[config.mk]
export PLATFORM = sky130hd
export DESIGN_NAME = cconv_cell
export DESIGN_NICKNAME = d
export VERILOG_FILES = /design/src/rtl/core/cconv_pkg.sv /design/src/rtl/core/cconv_cell.sv
export SDC_FILE = /design/constraint.sdc
export NUM_CORES = 1
export LEC_CHECK = 0
export CORE_MARGIN = 2
export CORE_UTILIZATION = 40
export DETAILED_ROUTE_END_ITERATION = 10
export DONT_BUFFER_PORTS = 1
export PLACE_DENSITY_LB_ADDON = 0.1
export SETUP_SLACK_MARGIN = 0.3
export SYNTH_ARGS = -nofsm -noshare
export SYNTH_HDL_FRONTEND = slang
export SYNTH_SLANG_ARGS = --single-unit
export TNS_END_PERCENT = 5
[constraint.sdc]
create_clock -name clk -period 6.7 [get_ports clk]
set_input_delay 0.67 -clock clk [delete_from_list [all_inputs] [get_ports clk]]
set_output_delay 0.67 -clock clk [all_outputs]
set_load 0.01 [all_outputs]
[src/rtl/core/cconv_pkg.sv]
// Shared types and constants for the centered 1-D convolution block.
// Used by cconv_cell, cconv_adder and centered_1d_convolution; no dependencies.
package cconv_pkg;

    // Fixed field widths
    localparam int SAMPLE_BITS    = 16;
    localparam int COEF_BITS      = 16;
    localparam int PROD_BITS      = SAMPLE_BITS + COEF_BITS;
    localparam int SUM_BITS       = 35;
    localparam int TAP_BITS       = 3;
    localparam int COEF_REGS      = 7;
    localparam int CFG_INDEX_BITS = 3;
    localparam int CFG_DATA_BITS  = 16;

    // Register map
    localparam logic [CFG_INDEX_BITS-1:0] REG_TAP_COUNT  = 3'd0;
    localparam logic [CFG_INDEX_BITS-1:0] REG_COEF_FIRST = 3'd1;

    localparam logic [TAP_BITS-1:0] TAP_COUNT_RESET = 3'd5;

    // Input transaction
    typedef struct packed {
        logic signed [SAMPLE_BITS-1:0] sample;
        logic                          last_sample;
    } sample_item_t;

    // Output transaction
    typedef struct packed {
        logic signed [SUM_BITS-1:0] sum;
        logic                       last_result;
    } result_item_t;

    // Per-cycle controls for the cell chain
    typedef struct packed {
        logic shift;
        logic clear;
        logic load;
    } cell_ctrl_t;

    // Load enables for the adder stages
    typedef struct packed {
        logic load_grp;
        logic load_out;
    } sum_ctrl_t;

endpackage

[src/rtl/core/cconv_cell.sv]
// One cell of the convolution chain: holds one window sample and its product.
// Depends on cconv_pkg.
module cconv_cell
(
    input  logic                                       clk,
    input  logic                                       rst_n,
    input  cconv_pkg::cell_ctrl_t                      ctrl,
    input  logic signed [cconv_pkg::SAMPLE_BITS-1:0]   din,
    input  logic signed [cconv_pkg::COEF_BITS-1:0]     coef,
    output logic signed [cconv_pkg::SAMPLE_BITS-1:0]   sample_q,
    output logic signed [cconv_pkg::PROD_BITS-1:0]     prod_q
);

    logic signed [cconv_pkg::SAMPLE_BITS-1:0] sample_reg;
    logic signed [cconv_pkg::SAMPLE_BITS-1:0] sample_next;
    logic signed [cconv_pkg::PROD_BITS-1:0]   prod_reg;
    logic signed [cconv_pkg::PROD_BITS-1:0]   prod_next;

    // Shift takes the neighbor's sample; a clear alone empties the cell
    always_comb
    begin
        sample_next = sample_reg;
        if (ctrl.shift)
        begin
            sample_next = din;
        end
        else if (ctrl.clear)
        begin
            sample_next = '0;
        end
    end

    always_ff @(posedge clk or negedge rst_n)
    begin
        if (!rst_n)
        begin
            sample_reg <= '0;
        end
        else
        begin
            sample_reg <= sample_next;
        end
    end

    // Tap product, registered
    assign prod_next = sample_reg * coef;

    always_ff @(posedge clk)
    begin
        if (ctrl.load)
        begin
            prod_reg <= prod_next;
        end
    end

    assign sample_q = sample_reg;
    assign prod_q   = prod_reg;

endmodule

==> out/results.ini <==
[placement]
place_congestion = 0.872
dp.cells = 1569
postPlaceCellArea_sq_um = 12100
dp_slack_ns = 0.124
hpwl_um = 23600
numPortBuffers = 0

[clock_network]
cts_made_buffers = 5
clkTransAtPathRegs_ns = 0.09
clock-sinks = 48
ctsHoldBuffers = 0
cts_root_buf = clkbuf_16
cts_tree = yes
insertion_delay_ns = 0.31
htree_levels = 2
cts_max_path_buffers = 2

[sta]
rsz0062_at_grt = yes
hold_viol_final = 0
fin_skew_ns = 0.0141
setup_slack_ns = 0.505
max_freq_mhz = 161
worst_pin_slew_ns = 0.606
finalMaxSlewViolations = 0
fin_crit_sh = 0.925
setup-violations-final = 0
post-route-min-period_ns = 6.20
fin_tns_setup_ns = 0
slew_headroom = 0.594

[critical_path]
critPathMaxFanout = 11
worstSetupPathType = reg2reg
cp-end-kind = register
setup.worst_path.start_class = register
cp.arrival_ns = 6.32
cp.required_ns = 6.83

[yosys]
yosys.area.top_type_share = 0.455
postSynthAreaPerCell_sq_um = 9.66
syn_inst = 1193
seq_area_frac_synth = 0.118
synth_largest_area_cell = fa_1
synth_flop_cell = edfxtp_1
synth_common_cells = inv_1 (290), fa_1 (262), nand2_1 (148)
synth-edff-count = 32
synth_seq_cells = 48
syn_nets = 1574
syn_area_sq_um = 11500
yosysWarnings = 0
async_reset_ff_frac = 0.333
synthTopCellsByArea = fa_1 (46%), inv_1 (9.4%), ha_1 (8.9%), edfxtp_1 (8.3%), and2_1 (6.6%)
synth_most_common_cell = inv_1
synth.distinct_cells = 45

[grt]
grt_start_max_net_pins = 33
grt_pass1_wl_um = 45400
grt_usage = 0.194
antenna_found_initial = 0
overflow = 0
grt_pass1_vias = 8469

[route]
post_drt_via_cell_ratio = 4.89
dr.pass1.iters = 4
drc = 0
wl_per_cell_um = 17.5
wl_um = 27700
drt_iter0_drc = 332
antenna_left = 0
vias = 7732

[status]
status = completed

[final_layout]
layout-drive-gt1-share = 0.0585
final_nets = 1576
syn_to_final_growth_pct = 7.20
stdcell_area_sq_um = 12400
instances_no_fill = 1581

[floorplanning]
initial_core_util = 0.404
dieArea_sq_um = 30200
fp-row-count = 62
ios = 85
core_sq_um = 28500
die_x_um = 174
die_h_um = 174

[run]
maxCapViolations = 0

[worst_hold_path]
hp-class = in2async

-- worst paths after layout --
kind                        startpoint      endpoint  slack, ns  cells past startpoint
max                        sample_q[8]    prod_q[22]       0.50                     19
min                              rst_n   sample_q[5]       0.04                      0
max reg2reg                sample_q[8]    prod_q[22]       0.50                     19
min reg2reg                sample_q[0]   sample_q[0]       0.70                      2
max in group asynchronous        rst_n  sample_q[11]       6.58                      0
min in group clk               ctrl[1]   sample_q[7]       0.45                      1
-- through the flow --
step / hold WS [ns] / utilization
2_1_floorplan: 0.374 / -
3_3_place_gp: 0.375 / 0.424
3_5_place_dp: 0.375 / 0.424
4_1_cts: 0.0271 / 0.431
5_1_grt: 0.0267 / 0.433
6_report: 0.0391 / 0.433
-- placed cells by master, fill, tap and decap left out, types with 11 or more instances in the layout --
cell type,instances
o21ai_0,22
nor2_1,26
edfxtp_1,32
dfrtp_2,11
a21oi_1,15
and2_1,122
nand2b_1,20
xnor2_1,27
fa_1,260
ha_1,81
buf_4,32
a21o_1,18
nand2_1,148
inv_1,290
-- per-layer routing --
layer / track usage / up-vias / part of all wire
met2: 0.361 / 92 / 0.55
met5: 0 / - / 0
li1: - / 3534 / -
met1: 0.238 / 4078 / 0.40
met3: 0.0237 / 28 / 0.028
met4: 0.0469 / 0 / 0.021
-- state kept, by name (all words and copies together), names as in the netlist --
register and count:
prod_q 32, sample_q 16
-- timing repair --
item	in CTS	in global routing
hold endpoints to repair	0	0
resized for setup	10	11
endpoints found under the setup margin	2	8
gates cloned	0	0
pin swaps	4	5
buffers inserted	2	1
-- cell families (layout without fill, tap and decap cells) --
family | after synthesis | after routing | share of synthesized area
compound gates | 88 | 88 | 0.0522
xor+xnor | 37 | 37 | 0.0281
fa+ha+maj | 344 | 344 | 0.544
buf+inv | 332 | 335 | 0.108
flops | 48 | 48 | 0.118
other cells | 0 | 1 | 0
simple gates | 344 | 344 | 0.149
-- area by class of cell --
type / instances / area (sq um)
fill: 2937 / 16200
multi-input combinational: 813 / 8950
sequential: 48 / 1380
inverter: 290 / 1090
tap: 384 / 480
timing repair buffer: 37 / 290
clock buffer: 5 / 125
clock inverter: 3 / 42.5
antenna: 1 / 2.50
-- worst max-delay path, cell delays in order, from the launching register on --
cell and delay, ns:
dfrtp_2 0.54, and2_1 0.23, fa_1 0.50, inv_1 0.05, fa_1 0.47, fa_1 0.52, inv_1 0.05, fa_1 0.52
fa_1 0.50, inv_1 0.05, fa_1 0.49, inv_1 0.05, ha_1 0.39, and3_1 0.24, a21oi_2 0.17, a311oi_1 0.08
o31a_1 0.31, o41ai_4 0.26, or4b_1 0.47, o311ai_1 0.10
Power is not shown: default switching activity piles up to over one toggle a cycle in this logic, so the estimate is an artifact.
