[src/rtl/core/cconv_pkg.sv]
// Shared types and constants for the centered 1-D convolution block.
// Used by cconv_cell, cconv_adder and centered_1d_convolution; no dependencies.
package cconv_pkg;

    // Fixed field widths
    localparam int SAMPLE_BITS    = 16;
    localparam int COEF_BITS      = 16;
    localparam int PROD_BITS      = SAMPLE_BITS + COEF_BITS;
    localparam int SUM_BITS       = 35;
    localparam int TAP_BITS       = 3;
    localparam int COEF_REGS      = 7;
    localparam int CFG_INDEX_BITS = 3;
    localparam int CFG_DATA_BITS  = 16;

    // Register map
    localparam logic [CFG_INDEX_BITS-1:0] REG_TAP_COUNT  = 3'd0;
    localparam logic [CFG_INDEX_BITS-1:0] REG_COEF_FIRST = 3'd1;

    localparam logic [TAP_BITS-1:0] TAP_COUNT_RESET = 3'd5;

    // Input transaction
    typedef struct packed {
        logic signed [SAMPLE_BITS-1:0] sample;
        logic                          last_sample;
    } sample_item_t;

    // Output transaction
    typedef struct packed {
        logic signed [SUM_BITS-1:0] sum;
        logic                       last_result;
    } result_item_t;

    // Per-cycle controls for the cell chain
    typedef struct packed {
        logic shift;
        logic clear;
        logic load;
    } cell_ctrl_t;

    // Load enables for the adder stages
    typedef struct packed {
        logic load_grp;
        logic load_out;
    } sum_ctrl_t;

endpackage

[src/rtl/core/cconv_adder.sv]
// Two-stage registered adder tree: groups of four products, then the total.
// Depends on cconv_pkg.
module cconv_adder
#(
    parameter int MAX_TAPS = 7
)
(
    input  logic                                      clk,
    input  cconv_pkg::sum_ctrl_t                      ctrl,
    input  logic signed [cconv_pkg::PROD_BITS-1:0]    prod [MAX_TAPS],
    output logic signed [cconv_pkg::SUM_BITS-1:0]     sum
);

    localparam int GROUPS = (MAX_TAPS + 3) / 4;
    localparam int ACC_W  = cconv_pkg::PROD_BITS + $clog2(MAX_TAPS + 1);

    logic signed [ACC_W-1:0]              grp_reg  [GROUPS];
    logic signed [ACC_W-1:0]              grp_next [GROUPS];
    logic signed [ACC_W-1:0]              total_next;
    logic signed [cconv_pkg::SUM_BITS-1:0] sum_reg;

    // First level: up to four products per group
    always_comb
    begin
        for (int g = 0; g < GROUPS; g++)
        begin
            grp_next[g] = '0;
            for (int i = 0; i < 4; i++)
            begin
                if (g * 4 + i < MAX_TAPS)
                begin
                    grp_next[g] = grp_next[g] + ACC_W'(prod[g * 4 + i]);
                end
            end
        end
    end

    always_ff @(posedge clk)
    begin
        if (ctrl.load_grp)
        begin
            grp_reg <= grp_next;
        end
    end

    // Second level: total of the groups
    always_comb
    begin
        total_next = '0;
        for (int g = 0; g < GROUPS; g++)
        begin
            total_next = total_next + grp_reg[g];
        end
    end

    always_ff @(posedge clk)
    begin
        if (ctrl.load_out)
        begin
            sum_reg <= cconv_pkg::SUM_BITS'(total_next);
        end
    end

    assign sum = sum_reg;

endmodule

[config.mk]
export PLATFORM = sky130hd
export DESIGN_NAME = cconv_adder
export DESIGN_NICKNAME = d
export VERILOG_FILES = /design/src/rtl/core/cconv_pkg.sv /design/src/rtl/core/cconv_adder.sv
export SDC_FILE = /design/constraint.sdc
export NUM_CORES = 1
export LEC_CHECK = 0
export ABC_AREA = 1
export BUFFER_PORTS_ARGS = -buffer_cell sky130_fd_sc_hd__buf_2
export CAP_MARGIN = 5
export CORE_MARGIN = 5
export CORE_UTILIZATION = 40
export DETAILED_ROUTE_END_ITERATION = 10
export GPL_ROUTABILITY_DRIVEN = 0
export GPL_TIMING_DRIVEN = 1
export PLACE_DENSITY = 0.58
export SETUP_SLACK_MARGIN = 0.5
export SLEW_MARGIN = 20
export SYNTH_ARGS = -nofsm -noshare
export SYNTH_HDL_FRONTEND = slang
export SYNTH_SLANG_ARGS = --single-unit
[constraint.sdc]
create_clock -name clk -period 8.03 [get_ports clk]
set_clock_uncertainty 0.05 [all_clocks]
set_input_delay 0.4015 -clock clk [delete_from_list [all_inputs] [get_ports clk]]
set_output_delay 0.4015 -clock clk [all_outputs]
set_load 0.01 [all_outputs]
==> results of run 1 <==
-- cells by family after synthesis --
family          Yosys count
simple gates            802
buf+inv                 435
fa+ha+maj               199
compound gates          186
flops                   104
xor+xnor                 49
-- critical path: stages --
cell     delay [ns]
buf_2          0.11
fa_1           0.50
fa_1           0.54
ha_1           0.25
inv_1          0.08
fa_1           0.40
inv_1          0.09
nand3_1        0.08
nand2_2        0.11
nand2_1        0.07
nand2_2        0.08
nand3_1        0.07
nand2_1        0.15
nand2_1        0.09
nand3_1        0.07
nand2_1        0.05
-- worst paths after layout --
| kind | end | cells after the start | from | slack (ns) |
|---|---|---|---|---|
| setup / recovery | grp_reg[66] | 16 | prod[97] | 4.94 |
| hold / removal | grp_reg[35] | 2 | prod[192] | 0.40 |
| setup reg to reg | sum[28] | 13 | grp_reg[0] | 5.75 |
| hold reg to reg | sum[0] | 1 | grp_reg[35] | 0.51 |
-- area by class of cell --
cell class | count | area [um^2] | area share
multi-input cells | 1236 | 7890 | 0.534
well taps | 402 | 503 | 0.0340
clock inverters | 6 | 92.6 | 0.00626
inverters | 435 | 1630 | 0.110
flip-flops and latches | 104 | 3120 | 0.211
diodes | 1 | 2.50 | 0.000169
clock buffers | 9 | 225 | 0.0152
repair buffers | 262 | 1310 | 0.0889
-- layer usage --
metal	vias to the layer above	GRT usage	share of wire
met2	349	0.321	0.46
met3	38	0.0223	0.058
met4	0	0.0443	0.019
met1	5140	0.263	0.46
li1	6005	-	-
met5	-	0	0
-- synth_stat cells (all sizes together) --
cell type,number,area [um^2]
nand2,528,2030
inv,435,1630
nor2,161,612
a21oi,109,549
edfxtp,104,3120
ha,100,1250
fa,99,1980
nand3,70,365
o21ai,61,305
xor2,45,394
nor3,25,135
nand4,18,113
o21bai,9,67.6
a21o,5,37.5
xnor2,4,35.0
a21boi,1,7.51
o21a,1,7.51
-- stage by stage --
stage	std cells	cell area, um^2	power (uW)
floorplan	1775	12600	2990
global route	2454	14800	4800
detailed placement	2439	14500	3870
CTS	2454	14800	4360
finish	2455	14800	4330
global placement	2439	14500	3850
-- power groups by stage --
stage	clock [uW]	sequential, uW	combinational, uW
global route	499	1070	3230
floorplan	0	1080	1920
global placement	0	1060	2790
CTS	482	1050	2820
detailed placement	0	1060	2810
finish	469	1040	2820
==> results.yml, run 1 <==
layout:
  final_core_util: 0.471
  fin_nets: 2474
  area_growth_pct: 16.9
  final_cell_mix: "nand2_1, inv_1, buf_2"
  largest_reg_flops: 69
  final_common_cell: "nand2_1"
  layout-drive-gt1-share: 0.148
  fillers: 3249
yosys:
  synth_fp_nets: 2201
  synth-simple-area-share: 0.257
  synthXorXnorAreaFrac: 0.0339
  postSynthAreaPerCell_um2: 7.13
  synthAdderAreaFrac: 0.256
  synth-compound-area-share: 0.0771
  synthMuxAreaShare: 0
  ys_types: 22
  yosysSeqAreaShare: 0.247
  yosys_warnings: 0
  syn_inst: 1775
  syn_area_um2: 12600
  synth_top_family_by_area: "simple AND/OR/NAND/NOR gates"
  synth-seq-cells: 104
power_and_ir_drop:
  p_switching_uw: 2120
  pwr-share-seq: 0.241
  p_leak_uw: 0.00828
  combPwrFrac: 0.651
  swShare: 0.490
  peakVddDrop_v: 0.000146
  p_int_uw: 2210
  clkPwrFrac: 0.108
  power_density_nw_per_um2: 293
clock_tree:
  clk_pin_slew_ns: 0.07
  cts_max_path_buffers: 2
  postCtsSetupRepairBufs: 0
  postCtsHoldBufs: 0
  clk_latency_ns: 0.35
  cts.sink_count: 104
  cts_tree: "built"
  root_buffer: "clkbuf_16"
  cts.repair.resized: 0
  cts_buffers: 9
  cts.htree.levels: 3
sta:
  worst_pin_slew_ns: 0.847
  fmax_ghz: 0.324
  setup_viol: 0
  slew_headroom: 0.435
  fin_hold_ws_ns: 0.401
  slew_violations: 0
  setup_ws_ns: 4.94
  finalCritPeriodShare: 0.385
  fin_crit_ns: 3.09
  rsz0062_at_grt: "no"
  fin_setup_tns_ns: 0
  hold_viol_final: 0
die:
  fp.dieW_um: 188
  die-height_um: 188
  core_um2: 31400
  die_area_um2: 35300
  start_util: 0.403
  rows: 65
  io-pin-count: 262
setup_path:
  worst_setup_path_start_kind: "primary input"
  critPathRequiredTime_ns: 8.08
  worstPathMaxFanout: 4
  crit_arrival_ns: 3.14
  end_kind: "flip-flop"
  critPathKind: "in2reg"
drt:
  vias: 11500
  wl_per_cell_um: 13.5
  drt_iter0_markers: 686
  drc: 0
  vias_per_cell: 4.70
  ant_nets: 0
  totalWireLength_um: 33200
  first_pass_iters: 6
grt:
  grt_pass1_vias: 11500
  grt_use_total: 0.190
  antenna_found_initial: 0
  grt_pass1_wl_um: 55100
  grt_start_max_net_pins: 70
  overflow: 0
placement:
  port_buffers: 261
  pre_cts_slack_ns: 4.55
  dpl.hpwl_um: 29900
outcome:
  status: "completed"
hold_path:
  hold_class: "in2reg"
flow_run:
  drv_cap: 0
Power figures use the tool's default switching activity.
==> run 2, diff against run 1 <==
PLACE_DENSITY = 0.61   (was 0.58)
clock period = 2.55 ns   (was 8.03 ns; I/O delays follow)
==> results.yml, run 2 (synthesis gave the netlist of run 1 again) <==
outcome:
  status: "finished, violations left"
  violations: "setup timing"
drt:
  totalWireLength_um: 37200
  first_pass_iters: 5
  ant_nets: 0
  wl_per_cell_um: 14.5
  drc: 0
  vias: 12400
  drt_iter0_markers: 740
  vias_per_cell: 4.81
sta:
  setup_viol: 6
  finalCritPeriodShare: 1.02
  setup_ws_ns: -0.0471
  slew_headroom: 0.498
  worst_pin_slew_ns: 0.752
  slew_violations: 0
  rsz0062_at_grt: "yes"
  fmax_ghz: 0.385
  fin_hold_ws_ns: 0.136
  hold_viol_final: 0
  fin_crit_ns: 2.60
die:
  start_util: 0.403
  die-height_um: 188
  die_area_um2: 35300
  rows: 65
  core_um2: 31400
  io-pin-count: 262
  fp.dieW_um: 188
clock_tree:
  cts_max_path_buffers: 2
  cts_tree: "built"
  cts.sink_count: 104
  root_buffer: "clkbuf_16"
  postCtsHoldBufs: 0
  cts.htree.levels: 3
  clk_pin_slew_ns: 0.07
  clk_latency_ns: 0.36
  cts_buffers: 9
grt:
  overflow: 0
  top_usage_layer: "met2"
  grt_pass1_wl_um: 58000
  met2_usage: 0.352
  grt_use_total: 0.199
  grt_start_max_net_pins: 36
  antenna_found_initial: 0
  use_met1: 0.262
  use_met3: 0.0274
  grt_pass1_vias: 12300
layout:
  fin_nets: 2588
  layout-drive-gt1-share: 0.389
  final_cell_mix: "inv_1, nand2_1, buf_2"
  largest_reg_flops: 69
  final_common_cell: "inv_1"
  area_growth_pct: 43.2
  antenna_cells: 0
  final_core_util: 0.577
  postLayoutCellArea_um2: 18100
placement:
  port_buffers: 261
  dpl.hpwl_um: 30300
  place_area_um2: 15300
setup_path:
  crit_arrival_ns: 2.66
  critPathKind: "in2reg"
  worstPathMaxFanout: 4
  r2r-end: "sum[16]"
  worst_setup_path_start_kind: "primary input"
  end_kind: "flip-flop"
  timing.rr.start: "grp_reg[40]"
  r2r.worst_path.cells: 9
  critPathRequiredTime_ns: 2.62
  r2r_slack_ns: 0.46
power_and_ir_drop:
  p_leak_uw: 0.00922
  peakVddDrop_v: 0.000463
  power_density_nw_per_um2: 986
hold_path:
  hold_class: "in2reg"
  worstHoldEndpoint: "grp_reg[35]"
  hold_start: "prod[192]"
  whs_path_depth: 2
flow_run:
  drv_cap: 0
[run 2: cell types whose count changed in the layout (fill, tap and decap cells not counted), sizes merged]
cell	delta
buf	+114
bufinv	-1
clkinv	+4
diode	-1
inv	-2
[run 2: layer usage]
layer  vias up  part of all wire
li1       6224                 -
met1      5686              0.43
met2       393              0.49
met3        59             0.055
met4         0             0.018
met5         -                 0
[run 2: worst max-delay path by stage]
stage | start | endpoint | slack [ns] | depth (start not counted)
6_report | prod[161] | grp_reg[66] | -0.05 | 16
5_1_grt | prod[161] | grp_reg[58] | -0.15 | 16
4_1_cts | prod[161] | grp_reg[62] | 0.07 | 16
3_5_place_dp | prod[97] | grp_reg[66] | -0.40 | 16
3_3_place_gp | prod[97] | grp_reg[66] | -0.37 | 16
2_1_floorplan | prod[97] | grp_reg[62] | -0.12 | 15
[run 2: cell type report]
cell class | count | area (um^2)
multi-input combinational | 1236 | 10200
clock buffer | 9 | 225
inverter | 435 | 1650
timing repair buffer | 376 | 2350
fill | 2828 | 13300
sequential | 104 | 3120
clock inverter | 7 | 71.3
tap | 402 | 503
[run 2: power breakdown]
part | internal, uW | total [uW] | switching [uW]
Clock | 762 | 1380 | 619
Combinational | 5540 | 13000 | 7470
Sequential | 3040 | 3460 | 414
Total | 9350 | 17900 | 8500
[run 2: through the flow]
step | std cells | setup WS (ns) | power [uW] | setup TNS [ns]
4_1_cts | 2538 | 0.0713 | 15700 | 0
3_3_place_gp | 2507 | -0.371 | 13000 | -7.40
3_5_place_dp | 2507 | -0.400 | 13100 | -8.49
6_report | 2569 | -0.0471 | 17900 | -0.149
2_1_floorplan | 1775 | -0.124 | 9770 | -0.727
5_1_grt | 2569 | -0.153 | 19300 | -1.18
[run 2: critical path, stage by stage]
cell	delay (ns)
buf_6	0.09
fa_1	0.49
fa_1	0.61
ha_4	0.18
inv_2	0.04
fa_2	0.34
inv_2	0.07
nand3_2	0.06
nand2_2	0.10
nand2_2	0.07
nand2_4	0.08
nand3_2	0.10
nand2_4	0.11
nand2_2	0.07
nand3_2	0.07
nand2_2	0.05
[run 2: timing repair]
| action | 4_1_cts | 5_1_grt |
|---|---|---|
| gates resized for setup | 210 | 303 |
| buffers inserted | 15 | 31 |
| pin swaps | 57 | 122 |
| endpoints found under the setup margin | 57 | 71 |
| cloned | 0 | 0 |
==> run 3, diff against run 2 <==
CORE_UTILIZATION = 35   (was 40)
PLACE_DENSITY = 0.54   (was 0.61)
==> results.yml, run 3 (synthesis gave the netlist of run 1 again) <==
placement:
  port_buffers: 261
  dp_cells: 2571
  dpl.hpwl_um: 32200
  pre_cts_slack_ns: -0.425
die:
  die-height_um: 200
  core_um2: 35700
  rows: 69
  fp.dieW_um: 200
  start_util: 0.355
  die_area_um2: 40000
  io-pin-count: 262
hold_path:
  hold_class: "in2reg"
clock_tree:
  clk_pin_slew_ns: 0.07
  cts_buffers: 9
  postCtsHoldBufs: 0
  cts_tree: "built"
  cts.sink_count: 104
  cts_max_path_buffers: 2
  clk_latency_ns: 0.36
  cts.htree.levels: 3
  root_buffer: "clkbuf_16"
sta:
  rsz0062_at_grt: "yes"
  finalCritPeriodShare: 0.992
  setup_viol: 0
  setup_ws_ns: 0.0201
  hold_viol_final: 0
  worst_pin_slew_ns: 0.757
  slew_headroom: 0.496
  fin_setup_tns_ns: 0
  fin_crit_ns: 2.53
  fmax_ghz: 0.395
  slew_violations: 0
setup_path:
  end_kind: "flip-flop"
  slowest_stage: "fa_1"
  path_cells: "buf_6, fa_1, fa_1, ha_4, inv_2, fa_2, inv_2, nand3_2, nand2_2, nand2_2, nand2_4, nand3_4, nand2_4, buf_6, xor2_1"
  crit_family: "adder cells"
  critPathRequiredTime_ns: 2.61
  crit_arrival_ns: 2.59
  crit_path_max_incr_delay_ns: 0.57
  worstPathMaxFanout: 3
  path_buf_inv: 4
  worst_setup_path_start_kind: "primary input"
  critPathKind: "in2reg"
layout:
  layout-drive-gt1-share: 0.370
  final_common_cell: "inv_1"
  multi_input_area_um2: 10100
  fin_nets: 2574
  fin_cells: 2614
  area_growth_pct: 41.7
  regArea_um2: 3120
  final_core_util: 0.503
  fillers: 3437
  largest_reg_flops: 69
  final_cell_mix: "inv_1, nand2_1, buf_2"
  antenna_cells: 0
grt:
  antenna_found_initial: 0
  grt_use_total: 0.183
  grt_pass1_vias: 12100
  overflow: 0
  grt_pass1_wl_um: 59000
  grt_start_max_net_pins: 36
flow_run:
  drv_cap: 0
drt:
  wl_per_cell_um: 14.5
  totalWireLength_um: 37900
  vias_per_cell: 4.64
  first_pass_iters: 5
  drc: 0
  ant_nets: 0
  drt_iter0_markers: 684
  vias: 12100
power_and_ir_drop:
  power_uw: 17400
  peakVddDrop_v: 0.000496
  p_leak_uw: 0.00907
  power_density_nw_per_um2: 974
outcome:
  status: "completed"
[run 3: routing by layer]
layer | track usage | wire, um | up-vias
li1 | - | - | 6189
met1 | 0.246 | 16900 | 5570
met2 | 0.320 | 18500 | 321
met3 | 0.0191 | 1820 | 48
met4 | 0.0418 | 734 | 0
met5 | 0 | 0 | -
[run 3: metrics by stage]
| stage | cell area, um^2 | hold slack, ns |
|---|---|---|
| 6_report | 17900 | 0.145 |
| 4_1_cts | 16500 | 0.142 |
| 5_1_grt | 17900 | 0.138 |
| 2_1_floorplan | 13000 | 0.190 |
| 3_5_place_dp | 15400 | 0.482 |
| 3_3_place_gp | 15400 | 0.477 |
[run 3: repair_timing]
item / 4_1_cts / 5_1_grt
pin swaps: 48 / 81
hold endpoints to repair: 0 / 0
buffers inserted: 8 / 19
endpoints found under the setup margin: 59 / 74
resized for setup: 175 / 280
[run 3: path summary, 6_finish.rpt]
check	endpoint	depth (start not counted)	slack, ns	from
setup / recovery	grp_reg[50]	15	0.02	prod[97]
hold / removal	grp_reg[35]	2	0.14	prod[192]
hold reg to reg	sum[0]	1	0.53	grp_reg[35]
setup reg to reg	sum[23]	11	0.51	grp_reg[39]
[run 3: power by group]
part	leakage (uW)	total, uW	switching (uW)	internal (uW)
Sequential	0.00102	3500	455	3050
Clock	0.000137	1390	628	760
Combinational	0.00792	12600	7290	5270
[run 3: final cells by class]
type | instances | share of cell area
Clock inverter | 7 | 0.00391
Inverter | 435 | 0.0917
Multi-Input combinational cell | 1236 | 0.566
Clock buffer | 9 | 0.0126
Sequential cell | 104 | 0.174
Timing Repair Buffer | 362 | 0.119
Tap cell | 461 | 0.0322
